==> config.mk <==
export PLATFORM = sky130hd
export DESIGN_NAME = shelf_rect_packer
export DESIGN_NICKNAME = d
export VERILOG_FILES = /design/src/rtl/core/srp_pkg.sv /design/src/rtl/core/shelf_rect_packer.sv
export SDC_FILE = /design/constraint.sdc
export NUM_CORES = 2
export LEC_CHECK = 0
export BUFFER_PORTS_ARGS = -buffer_cell sky130_fd_sc_hd__buf_4
export CAP_MARGIN = 20
export CORE_UTILIZATION = 45
export DETAILED_ROUTE_END_ITERATION = 10
export PLACE_DENSITY = 0.6
export SLEW_MARGIN = 10
export SYNTH_ARGS = -nofsm -noshare
export SYNTH_HDL_FRONTEND = slang
export SYNTH_SLANG_ARGS = --single-unit
==> constraint.sdc <==
create_clock -name clk -period 13.2 [get_ports clk]
set_input_delay 1.32 -clock clk [delete_from_list [all_inputs] [get_ports clk]]
set_output_delay 1.32 -clock clk [all_outputs]
set_load 0.01 [all_outputs]
==> src/rtl/core/srp_pkg.sv <==
// ----------------------------------------------------------------------------
// srp_pkg: shared types and constants for the shelf rectangle packer
// widths of the item fields, the configuration register indexes and the
// sequencer states
// ----------------------------------------------------------------------------
package srp_pkg;

  localparam int unsigned GlyphW       = 12;
  localparam int unsigned DimW         = 15;
  localparam int unsigned PosW         = 14;
  localparam int unsigned PadW         = 8;
  localparam int unsigned IdxW         = 5;
  localparam int unsigned DimCap       = 16384;
  localparam int unsigned DefMaxEntries = 32;
  localparam int unsigned CfgIdxW      = 1;

  localparam logic [CfgIdxW-1:0] REG_MAX_DIM = 1'b0;
  localparam logic [CfgIdxW-1:0] REG_PADDING = 1'b1;

  typedef enum logic [9:0] {
    ST_LOAD   = 10'b0000000001,
    ST_SCAN   = 10'b0000000010,
    ST_CHECK  = 10'b0000000100,
    ST_SQRT   = 10'b0000001000,
    ST_CLAMP  = 10'b0000010000,
    ST_PACK   = 10'b0000100000,
    ST_RETRY  = 10'b0001000000,
    ST_EMIT   = 10'b0010000000,
    ST_FAIL   = 10'b0100000000,
    ST_DONE   = 10'b1000000000
  } state_t;

endpackage

==> src/rtl/core/shelf_rect_packer.sv <==
// ----------------------------------------------------------------------------
// shelf_rect_packer: next-fit shelf packer for a set of rectangles
// loads rectangles, sizes a trial width and packs them into shelves
// ----------------------------------------------------------------------------
// sequence: loading takes one item at a time; after the last item of a set
//   a scan of the set, a check, 16 square-root steps, a clamp and the packing
//   trials (at most 15 trials) run before results stream out, one per item
//   and held by any output stall, then a closing state
// throughput: one rectangle per cycle while loading; not ready while packing
// reset: synchronous active-low rst_n clears the set and restores registers
//   to max_dimension 4096, padding 1
module shelf_rect_packer #(
  parameter int unsigned MAX_ENTRIES = srp_pkg::DefMaxEntries
) (
  input  logic                          clk,
  input  logic                          rst_n,
  input  logic                          cfg_we,
  input  logic [srp_pkg::CfgIdxW-1:0]   cfg_index,
  input  logic [srp_pkg::DimW-1:0]      cfg_data,
  input  logic                          in_tvalid,
  output logic                          in_tready,
  input  logic [23:0]                   in_tdata,  // glyph_width, glyph_height
  input  logic                          in_tuser,  // is_blank
  input  logic                          in_tlast,  // last_glyph
  output logic                          out_tvalid,
  input  logic                          out_tready,
  // entry_index, pos_x, pos_y, box_width, box_height, atlas_width, atlas_height,
  // zero fill
  output logic [95:0]                   out_tdata,
  output logic [1:0]                    out_tuser, // entry_blank, failed
  output logic                          out_tlast  // last_result
);
  import srp_pkg::*;

  localparam int unsigned EW = $clog2(MAX_ENTRIES);
  localparam int unsigned AW = (EW < 1) ? 1 : EW;
  localparam int unsigned CW = $clog2(MAX_ENTRIES + 1);

  // configuration
  logic [DimW-1:0] max_dim_r;
  logic [PadW-1:0] pad_r;

  always_ff @(posedge clk) begin
    if (!rst_n) begin
      max_dim_r <= DimW'(4096);
      pad_r     <= PadW'(1);
    end else if (cfg_we) begin
      case (cfg_index)
        REG_MAX_DIM: max_dim_r <= cfg_data;
        REG_PADDING: pad_r     <= cfg_data[PadW-1:0];
        default: ;
      endcase
    end
  end

  // effective dimension, clamped to the cap
  logic [DimW-1:0] md;
  logic [DimW:0]   pad2;
  assign md   = (max_dim_r > DimW'(DimCap)) ? DimW'(DimCap) : max_dim_r;
  assign pad2 = (DimW+1)'({pad_r, 1'b0});

  // size memory: width, height, blank
  logic [2*GlyphW:0] size_mem [MAX_ENTRIES];
  logic [2*PosW-1:0] place_mem [MAX_ENTRIES];

  state_t state_r, state_nxt;
  logic [CW-1:0]   count_r;
  logic            over_r;
  logic [CW-1:0]   ptr_r;
  logic [AW-1:0]   rd_addr;
  logic [2*GlyphW:0] rd_size_r;
  logic [2*PosW-1:0] rd_place_r;
  logic            rd_ok_r;     // read data matches ptr_r
  logic [31:0]     area_r;
  logic [DimW-1:0] widest_r;
  logic            pixels_r;
  logic            err_r;
  logic [15:0]     root_r;
  logic [15:0]     bit_r;
  logic [DimW-1:0] trial_r;
  logic [DimW:0]   x_r, y_r, shelf_r, used_r;
  logic [DimW-1:0] aw_r, ah_r;
  logic            wr_place;
  logic [2*PosW-1:0] wr_place_data;

  // out register
  logic            ov_r;
  logic [95:0]     od_r;
  logic [1:0]      ou_r;
  logic            ol_r;

  assign in_tready  = (state_r == ST_LOAD);
  assign out_tvalid = ov_r;
  assign out_tdata  = od_r;
  assign out_tuser  = ou_r;
  assign out_tlast  = ol_r;

  assign rd_addr = AW'(ptr_r);

  // decode of the entry at the read port
  logic [GlyphW-1:0] ew, eh;
  logic              eblank;
  logic [DimW:0]     pw, ph;
  assign ew     = rd_size_r[GlyphW-1:0];
  assign eh     = rd_size_r[2*GlyphW-1:GlyphW];
  assign eblank = rd_size_r[2*GlyphW] || ew == '0 || eh == '0;
  assign pw     = (DimW+1)'(ew) + pad2;
  assign ph     = (DimW+1)'(eh) + pad2;

  // shared multiplier: box area in scan, square of max dimension in check, root square in sqrt and clamp
  logic [16:0] mul_a, mul_b;
  logic [33:0] mul_p;
  logic [15:0] cand;
  assign cand = root_r | bit_r;
  always_comb begin
    if (state_r == ST_SQRT) begin
      mul_a = {1'b0, cand};
      mul_b = {1'b0, cand};
    end else if (state_r == ST_CLAMP) begin
      mul_a = {1'b0, root_r};
      mul_b = {1'b0, root_r};
    end else if (state_r == ST_CHECK) begin
      mul_a = {2'b0, md};
      mul_b = {2'b0, md};
    end else begin
      mul_a = {1'b0, pw};
      mul_b = {1'b0, ph};
    end
  end
  assign mul_p = mul_a * mul_b;

  logic last_entry;
  assign last_entry = (ptr_r == count_r - CW'(1));

  // packing step comb
  logic          wrap;
  logic [DimW:0] px, py;
  logic [DimW+1:0] x_end;
  logic [DimW:0] shelf_new;
  always_comb begin
    wrap  = (x_r != '0) && (pw > (DimW+1)'(trial_r) - x_r);
    px    = wrap ? '0 : x_r;
    py    = wrap ? y_r + shelf_r : y_r;
    x_end = (DimW+2)'(px) + (DimW+2)'(pw);
    shelf_new = wrap ? ph : ((ph > shelf_r) ? ph : shelf_r);
  end
  assign wr_place_data = {py[PosW-1:0], px[PosW-1:0]};

  always_ff @(posedge clk) begin
    if (in_tvalid && in_tready && count_r < CW'(MAX_ENTRIES))
      size_mem[AW'(count_r)] <= {in_tuser, in_tdata[2*GlyphW-1:0]};
    if (wr_place)
      place_mem[rd_addr] <= wr_place_data;
    rd_size_r  <= size_mem[rd_addr];
    rd_place_r <= place_mem[rd_addr];
  end

  logic ow_done;
  assign ow_done = !ov_r || out_tready;

  always_comb begin
    state_nxt = state_r;
    wr_place  = 1'b0;
    case (state_r)
      ST_LOAD:  if (in_tvalid && in_tlast) state_nxt = ST_SCAN;
      ST_SCAN:  if (rd_ok_r && (last_entry || err_r)) state_nxt = ST_CHECK;
      ST_CHECK: state_nxt = ST_SQRT;
      ST_SQRT: begin
        // an error or a set with no pixels skips the search
        if (err_r) state_nxt = ST_FAIL;
        else if (!pixels_r) state_nxt = ST_EMIT;
        else if (bit_r == 16'd1) state_nxt = ST_CLAMP;
      end
      ST_CLAMP: state_nxt = ST_PACK;
      ST_PACK: begin
        if (rd_ok_r) begin
          if (!eblank) begin
            if (pw > (DimW+1)'(trial_r) ||
                ph > (DimW+1)'(md) - py || py > (DimW+1)'(md))
              state_nxt = ST_RETRY;
            else begin
              wr_place = 1'b1;
              if (last_entry) state_nxt = ST_EMIT;
            end
          end else if (last_entry) state_nxt = ST_EMIT;
        end
      end
      ST_RETRY: state_nxt = (trial_r == md) ? ST_FAIL : ST_PACK;
      ST_EMIT:  if (rd_ok_r && ow_done && last_entry) state_nxt = ST_DONE;
      ST_FAIL:  if (ow_done) state_nxt = ST_DONE;
      ST_DONE:  if (ow_done) state_nxt = ST_LOAD;
      default:  state_nxt = ST_LOAD;
    endcase
  end

  logic [DimW-1:0] aw_fin, ah_fin;
  logic [DimW+1:0] used_fin;
  logic [DimW+1:0] h_fin;
  assign used_fin = (ST_PACK == state_r && !eblank && x_end > (DimW+2)'(used_r)) ?
                    x_end : (DimW+2)'(used_r);
  assign h_fin    = (!eblank) ? (DimW+2)'(py) + (DimW+2)'(shelf_new)
                              : (DimW+2)'(y_r) + (DimW+2)'(shelf_r);

  always_ff @(posedge clk) begin
    if (!rst_n) begin
      state_r <= ST_LOAD;
      count_r <= '0;
      over_r  <= 1'b0;
      ptr_r   <= '0;
      rd_ok_r <= 1'b0;
      ov_r    <= 1'b0;
    end else begin
      state_r <= state_nxt;
      if (ow_done) ov_r <= 1'b0;
      case (state_r)
        ST_LOAD: begin
          rd_ok_r <= 1'b0;
          ptr_r   <= '0;
          area_r  <= '0;
          widest_r <= DimW'(1);
          pixels_r <= 1'b0;
          err_r    <= (md == '0) || ((DimW+1)'(pad_r) > (DimW+1)'(md >> 1));
          if (in_tvalid) begin
            if (count_r < CW'(MAX_ENTRIES)) count_r <= count_r + CW'(1);
            else over_r <= 1'b1;
            if (count_r >= CW'(MAX_ENTRIES)) err_r <= 1'b1;
          end
          if (in_tvalid && in_tlast && count_r >= CW'(MAX_ENTRIES)) err_r <= 1'b1;
          if (over_r) err_r <= 1'b1;
        end
        ST_SCAN: begin
          rd_ok_r <= 1'b1;
          if (rd_ok_r) begin
            rd_ok_r <= 1'b0;
            ptr_r   <= ptr_r + CW'(1);
            if (!eblank) begin
              pixels_r <= 1'b1;
              if ((DimW+1)'(ew) + pad2 > (DimW+1)'(md) ||
                  (DimW+1)'(eh) + pad2 > (DimW+1)'(md))
                err_r <= 1'b1;
              if (pw > (DimW+1)'(widest_r)) widest_r <= pw[DimW-1:0];
              area_r <= area_r + mul_p[31:0];
            end
          end
          if (state_nxt != ST_SCAN) begin
            ptr_r <= '0;
            rd_ok_r <= 1'b0;
          end
        end
        ST_CHECK: begin
          if ({2'b0, area_r} > mul_p) err_r <= 1'b1;
          root_r <= '0;
          bit_r  <= 16'h8000;
        end
        ST_SQRT: begin
          if (mul_p <= {2'b0, area_r}) root_r <= cand;
          bit_r <= bit_r >> 1;
          aw_r <= DimW'(1);
          ah_r <= DimW'(1);
        end
        ST_CLAMP: begin
          begin : clamp_blk
            logic [16:0] r;
            r = {1'b0, root_r} + ((mul_p[31:0] < area_r) ? 17'd1 : 17'd0);
            if (r < 17'(widest_r)) r = 17'(widest_r);
            if (r > 17'(md)) r = 17'(md);
            trial_r <= r[DimW-1:0];
          end
          x_r <= '0; y_r <= '0; shelf_r <= '0; used_r <= '0;
          ptr_r <= '0; rd_ok_r <= 1'b0;
        end
        ST_PACK: begin
          rd_ok_r <= 1'b1;
          if (rd_ok_r) begin
            rd_ok_r <= 1'b0;
            ptr_r <= ptr_r + CW'(1);
            if (!eblank) begin
              x_r     <= x_end[DimW:0];
              y_r     <= py;
              shelf_r <= shelf_new;
              used_r  <= used_fin[DimW:0];
            end
            if (state_nxt == ST_EMIT) begin
              aw_r  <= (used_fin > (DimW+2)'(1)) ? used_fin[DimW-1:0] : DimW'(1);
              ah_r  <= (h_fin > (DimW+2)'(1)) ? h_fin[DimW-1:0] : DimW'(1);
              ptr_r <= '0;
            end
          end
        end
        ST_RETRY: begin
          trial_r <= ((DimW+1)'(trial_r) > (DimW+1)'(md >> 1)) ? md : trial_r << 1;
          x_r <= '0; y_r <= '0; shelf_r <= '0; used_r <= '0;
          ptr_r <= '0; rd_ok_r <= 1'b0;
        end
        ST_EMIT: begin
          rd_ok_r <= 1'b1;
          if (rd_ok_r && ow_done) begin
            rd_ok_r <= 1'b0;
            ptr_r   <= ptr_r + CW'(1);
            ov_r    <= 1'b1;
            od_r    <= {3'b0, ah_r, aw_r,
                        eblank ? DimW'(0) : ph[DimW-1:0],
                        eblank ? DimW'(0) : pw[DimW-1:0],
                        eblank ? PosW'(0) : rd_place_r[2*PosW-1:PosW],
                        eblank ? PosW'(0) : rd_place_r[PosW-1:0],
                        IdxW'(ptr_r)};
            ou_r    <= {1'b0, eblank};
            ol_r    <= last_entry;
          end
        end
        ST_FAIL: begin
          if (ow_done) begin
            ov_r <= 1'b1;
            od_r <= '0;
            ou_r <= 2'b10;
            ol_r <= 1'b1;
          end
        end
        ST_DONE: begin
          count_r <= '0;
          over_r  <= 1'b0;
          ptr_r   <= '0;
          rd_ok_r <= 1'b0;
        end
        default: ;
      endcase
    end
  end

`ifndef SYNTHESIS
  a_no_ready_busy: assert property (@(posedge clk) disable iff (!rst_n)
    (state_r != ST_LOAD) |-> !in_tready) else $error("ready while busy");
  a_count_bound: assert property (@(posedge clk) disable iff (!rst_n)
    count_r <= CW'(MAX_ENTRIES)) else $error("entry count overflow");
  a_fail_single: assert property (@(posedge clk) disable iff (!rst_n)
    (out_tvalid && out_tuser[1]) |-> out_tlast) else $error("fail not last");
  a_out_hold: assert property (@(posedge clk) disable iff (!rst_n)
    (out_tvalid && !out_tready) |=> out_tvalid) else $error("result dropped");
`endif

endmodule
Yosys cells after proc, flatten, opt, wreduce, memory -nomap -nowiden
Memories as Yosys holds them, arrays and structs flattened. A register that Yosys moved wholly into a read port is not among the register bits. Index checks and enable logic that the tools add are counted.

Memories kept: 2. Bits of input ports: 47. Bits in writable memories: 1696. Flip-flop bits (word level): 337.

Bitwise logic cells: 2. Add/subtract/negate cells: 13. Reduce and logical (&&, ||, !) cells: 49. Multiplexer cells: 117. Order comparisons: 21. $mul: 1. Equal/unequal tests: 31.

Memories: place_mem (words 32, width 28, rd ports 1, clocked after Yosys merged registers in 1, wr ports 1, line shelf_rect_packer.sv:64) `logic [2*PosW-1:0] place_mem [MAX_ENTRIES];`; size_mem (words 32, width 25, rd ports 1, clocked after Yosys merged registers in 1, wr ports 1, line shelf_rect_packer.sv:63) `logic [2*GlyphW:0] size_mem [MAX_ENTRIES];`.

Operators by type and width (number): $mux W16 (17); $mux W15 (14); $mux W96 (2); $pmux W16 S2 (6); $pmux W96 S2 (1); $mux W10 (12); $pmux W15 S2 (4); $pmux W10 S10 (1); $mux W17 (5); $mux W32 (2); $pmux W32 S2 (1); $add A16 B16 Y17 (3); $gt A16 B16 Y1 (3); $gt A13 B15 Y1 (3); $mux W6 (7); $gt A17 B1 Y1 const B (2); $gt A32 B34 Y1 (1); $le A34 B32 Y1 (1); $mul A17 B17 Y34 (1); $add A32 B32 Y32 (1); $gt A16 B15 Y1 (2); $lt A32 B32 Y1 (1); $sub A15 B16 Y16 (2); $mux W1 (29); other kinds (59) (113).

Longest topological paths before layout
Depth after elaboration: 16. Gate-level depth with buffers: 72. Gate-level depth less buffers: 71.

Least setup slack after synthesis
No wires, ideal clock.

Kind: register to register. From: register pad_r[1]. To: register trial_r[0] (data pin). Stages on the path, launching flop included: 70. Buffers on the path: 3. Arrival: 14090 ps. Path slack: -1147 ps. Data required time: 12944 ps. Period minus slack after synthesis: 14347 ps. Cell sequence: dfxtp_1 ha_1 a21o_1 a21oi_1 o21bai_1 a21oi_1 nor2b_1 o21a_1 o21a_1 o21ai_0 xnor2_1 nor3_1 o21ai_0 clkbuf_1 nand2_1 fa_1 inv_1 fa_1 [34 not listed] o21ai_0 nand2b_1 a211oi_1 o31ai_1 buf_2 mux2i_1 inv_1 ha_1 a21o_1 a21oi_1 nor2b_1 a2111oi_0 o21ai_0 a211oi_1 o21a_1 a21oi_1 clkbuf_1 a22o_1.

Word-level cells in the longest chain between the ends: 15. Elaborated cells between the ends (all ways): 19.

RTL lines: start, declared (line shelf_rect_packer.sv:41) `logic [PadW-1:0] pad_r;`; start signal, assigned (line shelf_rect_packer.sv:46) `pad_r <= PadW'(1);`; start signal, assigned (line shelf_rect_packer.sv:50) `REG_PADDING: pad_r <= cfg_data[PadW-1:0];`; $add A12 B9 Y13 (*) (line shelf_rect_packer.sv:108) `assign ph = (DimW+1)'(eh) + pad2;`; via ph[10] (line shelf_rect_packer.sv:103) `logic [DimW:0] pw, ph;`; $mux W15 (*) (line shelf_rect_packer.sv:122) `end else if (state_r == ST_CHECK) begin`; $mux W16 (*) (line shelf_rect_packer.sv:119) `end else if (state_r == ST_CLAMP) begin`; $mux W16 (*) (line shelf_rect_packer.sv:116) `if (state_r == ST_SQRT) begin`; $mul A17 B17 Y34 (*) (line shelf_rect_packer.sv:130) `assign mul_p = mul_a * mul_b;`; $lt A32 B32 Y1 (*) (line shelf_rect_packer.sv:264) `r = {1'b0, root_r} + ((mul_p[31:0] < area_r) ? 17'd1 : 17'd0);`; $mux W1 (*) (line shelf_rect_packer.sv:264); $add A16 B1 Y17 (*) (line shelf_rect_packer.sv:264); $lt A17 B15 Y1 (line shelf_rect_packer.sv:265) `if (r < 17'(widest_r)) r = 17'(widest_r);`; $mux W17 (*) (line shelf_rect_packer.sv:265); $mux W17 (*) (line shelf_rect_packer.sv:215) `case (state_r)`; $mux W17 (*) (line shelf_rect_packer.sv:205) `if (!rst_n) begin`; $gt A17 B15 Y1 (line shelf_rect_packer.sv:266) `if (r > 17'(md)) r = 17'(md);`; $mux W15 (*) (line shelf_rect_packer.sv:266); $pmux W15 S2 (*) (line shelf_rect_packer.sv:215); end signal, assigned (line shelf_rect_packer.sv:267) `trial_r <= r[DimW-1:0];`; end signal, assigned (line shelf_rect_packer.sv:291) `trial_r <= ((DimW+1)'(trial_r) > (DimW+1)'(md >> 1)) ? md : trial_r << 1;`; end, declared (line shelf_rect_packer.sv:80) `logic [DimW-1:0] trial_r;`.

The timed path passes the listed nets; every way through them passes the cells marked *. The select of a mux whose other input is x is not followed. A chain may end at the register's enable or synchronous reset.

Worst setup path in the final report
From: register pad_r[0]. To: register trial_r[1] (data pin).

Word-level cells in the longest chain between the ends: 15. Elaborated cells between the ends (all ways): 19.

RTL lines: $add A12 B9 Y13 (*) (line shelf_rect_packer.sv:107) `assign pw = (DimW+1)'(ew) + pad2;`; via pw[9] (line shelf_rect_packer.sv:103); $mux W15 (*) (line shelf_rect_packer.sv:122); $mux W16 (*) (line shelf_rect_packer.sv:119); $mux W16 (*) (line shelf_rect_packer.sv:116); $mul A17 B17 Y34 (*) (line shelf_rect_packer.sv:130); $lt A32 B32 Y1 (*) (line shelf_rect_packer.sv:264); $mux W1 (*) (line shelf_rect_packer.sv:264); $add A16 B1 Y17 (*) (line shelf_rect_packer.sv:264); $lt A17 B15 Y1 (line shelf_rect_packer.sv:265); $mux W17 (*) (line shelf_rect_packer.sv:265); $mux W17 (*) (line shelf_rect_packer.sv:215); $mux W17 (*) (line shelf_rect_packer.sv:205); $gt A17 B15 Y1 (line shelf_rect_packer.sv:266); $mux W15 (*) (line shelf_rect_packer.sv:266); $pmux W15 S2 (*) (line shelf_rect_packer.sv:215).

Marks and branches as above.

==> flow_summary.toml <==
[outcome]
status = "complete, but fails checks"
violations = "setup timing"

[critical_path]
critPathLaunchType = "register"
cp-end-kind = "register"
path_buf_inv = 15
criticalPathCategory = "reg -> reg"
crit_fanout = 8
cpLargestDelayFamily = "adder cells"
required_ns = 13.79
slowest_delay_ns = 0.54
cpMaxStageDelayCell = "fa_1"
worstPathArrival_ns = 14.26

[floorplanning]
die_w_um = 468
dieArea_um2 = 219000
rows = 170
start_util_pct = 45.4
core-area_um2 = 215000
chipHeight_um = 468
boundaryPins = 148

[layout]
fin_nets = 7841
finalNonFillerCells = 10200
layout-drive-gt1-share_pct = 24.9
final_core_util_pct = 53.6
area_growth_pct = 17.9

[synth]
synth_top_family_by_area = "multiplexers"
synth_seq_cells = 2077
ys_async_sr_fraction_pct = 0
synth_edf_count = 1976
synth.yosys.seq_area_share_pct = 62.8
synth_cell_types = 82
synth_fa_ha_area_share_pct = 9.69
avgSynthCellArea_um2 = 15.3
synth_compound_area_share_pct = 5.91
yosys.area_share.simple_pct = 6.72
synth_ff_type = "edfxtp_1"
synth_xor_area_share_pct = 1.43
synth.area.mux_share_pct = 10.4
synthCells = 6387
synth_area_um2 = 97700
yosysWarnings = 0

[clock_network]
cts_hold_buf = 0
clkTransAtPathRegs_ns = 0.06
cts_buffers = 205
htreeDepth = 4
root_buffer = "clkbuf_16"
cts_tree = "built"
clock-sinks = 2077
clk_path_buf_depth = 3
clk_latency_ns = 0.87

[global_routing]
grt_max_degree = 70
grt_pass1_vias = 59700
grt_pass1_wl_um = 406000
overflow = 0
grtUsageTotal_pct = 25.6
antenna_found_initial = 18

[timing]
skew_ns = 0.0424
slew_headroom_pct = 29.5
layout_setup_ws_ns = -0.470
min_period_ns = 13.67
setup_viol = 27
max_freq_mhz = 73.2
rsz0062_at_grt = "true"
period_share_pct = 104
maxSlewViolCount = 0
tns_ns = -6.88
finalHoldViolations = 0
tightestPinTransition_ns = 1.06

[drt]
wl_per_cell_um = 27.5
via_per_inst = 5.87
drtIter0Drc = 6695
firstDrtPassIters = 6
ant_nets = 0
num_vias = 59700
drc = 0
routed_wirelength_um = 280000

[power_and_ir_drop]
power_mw = 28.3
p_leak_nw = 41.4
ir_drop_v = 0.000911
powerDensity_nw_per_um2 = 246

[place]
dpl_worst_slack_ns = -1.27
dp_hpwl_um = 177000
place_inst = 9691
place.gp.congestion = 0.916
portBuffers = 140

[worst_hold_path]
hold_path_class = "reg -> reg"

[job]
cap_violations = 0
==> timing repair <==
| item | 4_1_cts | 5_1_grt |
|---|---|---|
| gates resized for setup | 109 | 69 |
| setup buffers | 64 | 21 |
| endpoints found under the setup margin | 15 | 31 |
| gates cloned | 1 | 0 |
| pin swaps | 105 | 77 |
==> logic make-up (layout without fill, tap and decap cells) <==
kind of cell / after synthesis / after routing
and+or+nand+nor: 1375 / 1375
other: 1 / 14
AOI/OAI and AO/OA: 879 / 879
muxes: 483 / 483
buffers and inverters: 776 / 1721
xor gates and xnor gates: 160 / 160
DFF: 2077 / 2077
adders and majority gates: 636 / 636
==> state kept, by name, indices dropped and copies added, names as in the netlist, 2 cells and up <==
signal,flops
area_r,32
max_dim_r,15
rd_place_r,28
size_mem,800
used_r,16
ptr_r,6
trial_r,15
shelf_r,16
bit_r,16
out_tuser,2
aw_r,15
y_r,16
root_r,16
place_mem,896
widest_r,13
count_r,6
rd_size_r,25
x_r,16
ah_r,15
state_r,10
out_tdata,89
pad_r,8
==> worst reg2reg max path, delay by kind of cell, from the launching register on <==
kind	cells	cell delay (ns)
muxes	1	0.26
DFF	1	0.36
buffers and inverters	15	1.29
xor gates and xnor gates	2	0.29
and+or+nand+nor	13	1.83
AOI/OAI and AO/OA	28	4.51
adders and majority gates	14	4.88
==> cell usage in the layout, fill, tap and decap left out, types with 189 or more instances in the layout <==
cell type,netlist,final
a21oi_1,208,189
clkbuf_16,0,205
mux4_2,424,424
ha_1,435,420
a22oi_1,213,213
inv_1,521,509
fa_1,201,195
nor2_1,516,424
edfxtp_1,1976,1976
buf_4,9,750
nand2_1,276,270
==> Yosys cell counts (9+ instances only) <==
cell type | number | share of area [%]
nor2b_1 | 68 | 0.44
o21ai_0 | 152 | 0.78
buf_4 | 9 | 0.069
or2_2 | 9 | 0.058
ha_1 | 435 | 5.6
mux4_2 | 424 | 9.8
a21boi_0 | 10 | 0.077
xnor2_1 | 112 | 1.0
clkbuf_1 | 174 | 0.67
dfxtp_1 | 101 | 2.1
nand3_1 | 66 | 0.34
a21o_1 | 59 | 0.45
a221oi_1 | 16 | 0.14
a31oi_1 | 15 | 0.096
fa_1 | 201 | 4.1
mux2i_1 | 45 | 0.46
inv_1 | 521 | 2.0
a211oi_1 | 24 | 0.18
xor2_1 | 48 | 0.43
nor3_1 | 48 | 0.25
o21bai_1 | 28 | 0.22
nor2_1 | 516 | 2.0
o22ai_1 | 9 | 0.058
a22oi_1 | 213 | 1.6
and2_1 | 90 | 0.58
and3_1 | 61 | 0.39
o21ai_1 | 14 | 0.072
nor4_1 | 40 | 0.26
or3_1 | 18 | 0.12
mux2_2 | 14 | 0.16
a21oi_1 | 208 | 1.1
o21a_1 | 51 | 0.39
nand2b_1 | 48 | 0.31
edfxtp_1 | 1976 | 61
nand4_1 | 94 | 0.60
buf_1 | 60 | 0.23
o31ai_1 | 12 | 0.092
nand2_1 | 276 | 1.1
==> per-stage QoR <==
step	cell area, µm²	hold slack, ns
floorplan	97900	0.432
CTS	114000	0.452
global placement	107000	0.437
global route	115000	0.473
finish	115000	0.451
detailed placement	107000	0.445
==> where the power goes <==
part / switching (mW) / internal (mW) / leakage, nW
sequential: 0.0321 / 7.22 / 18.6
clock: 2.56 / 3.28 / 3.26
combinational: 8.14 / 7.10 / 19.6
==> metal layers <==
metal  routed length [µm]  share of wire (%)  GRT usage [%]
met1               118000                 42           36.3
met2               132000                 47           40.8
met3                21900                7.8           3.97
met4                 8120                2.9           7.69
met5                   79              0.028              0
==> layout make-up <==
cell class                 instances  area (µm²)
clock buffer                     278        5580
antenna                            7        17.5
timing repair buffer             808        6690
timing repair inverter             1        7.51
fill                           17400       99800
tap                             2838        3550
sequential                      2077       61400
multi-input combinational       3540       34900
clock inverter                   109        1120
inverter                         525        1970
==> path summary, 6_finish.rpt <==
kind	startpoint	endpoint	slack, ns	cells past startpoint
worst max register to register	pad_r[0]$_SDFFE_PN1P_	trial_r[1]$_DFFE_PP_	-0.47	73
worst min register to register	max_dim_r[7]$_SDFFE_PN0P_	max_dim_r[7]$_SDFFE_PN0P_	0.45	2
worst min-delay path	max_dim_r[7]$_SDFFE_PN0P_	max_dim_r[7]$_SDFFE_PN0P_	0.45	2
worst max-delay path	pad_r[0]$_SDFFE_PN1P_	trial_r[1]$_DFFE_PP_	-0.47	73
No activity file was read; power rests on OpenSTA's default activity.
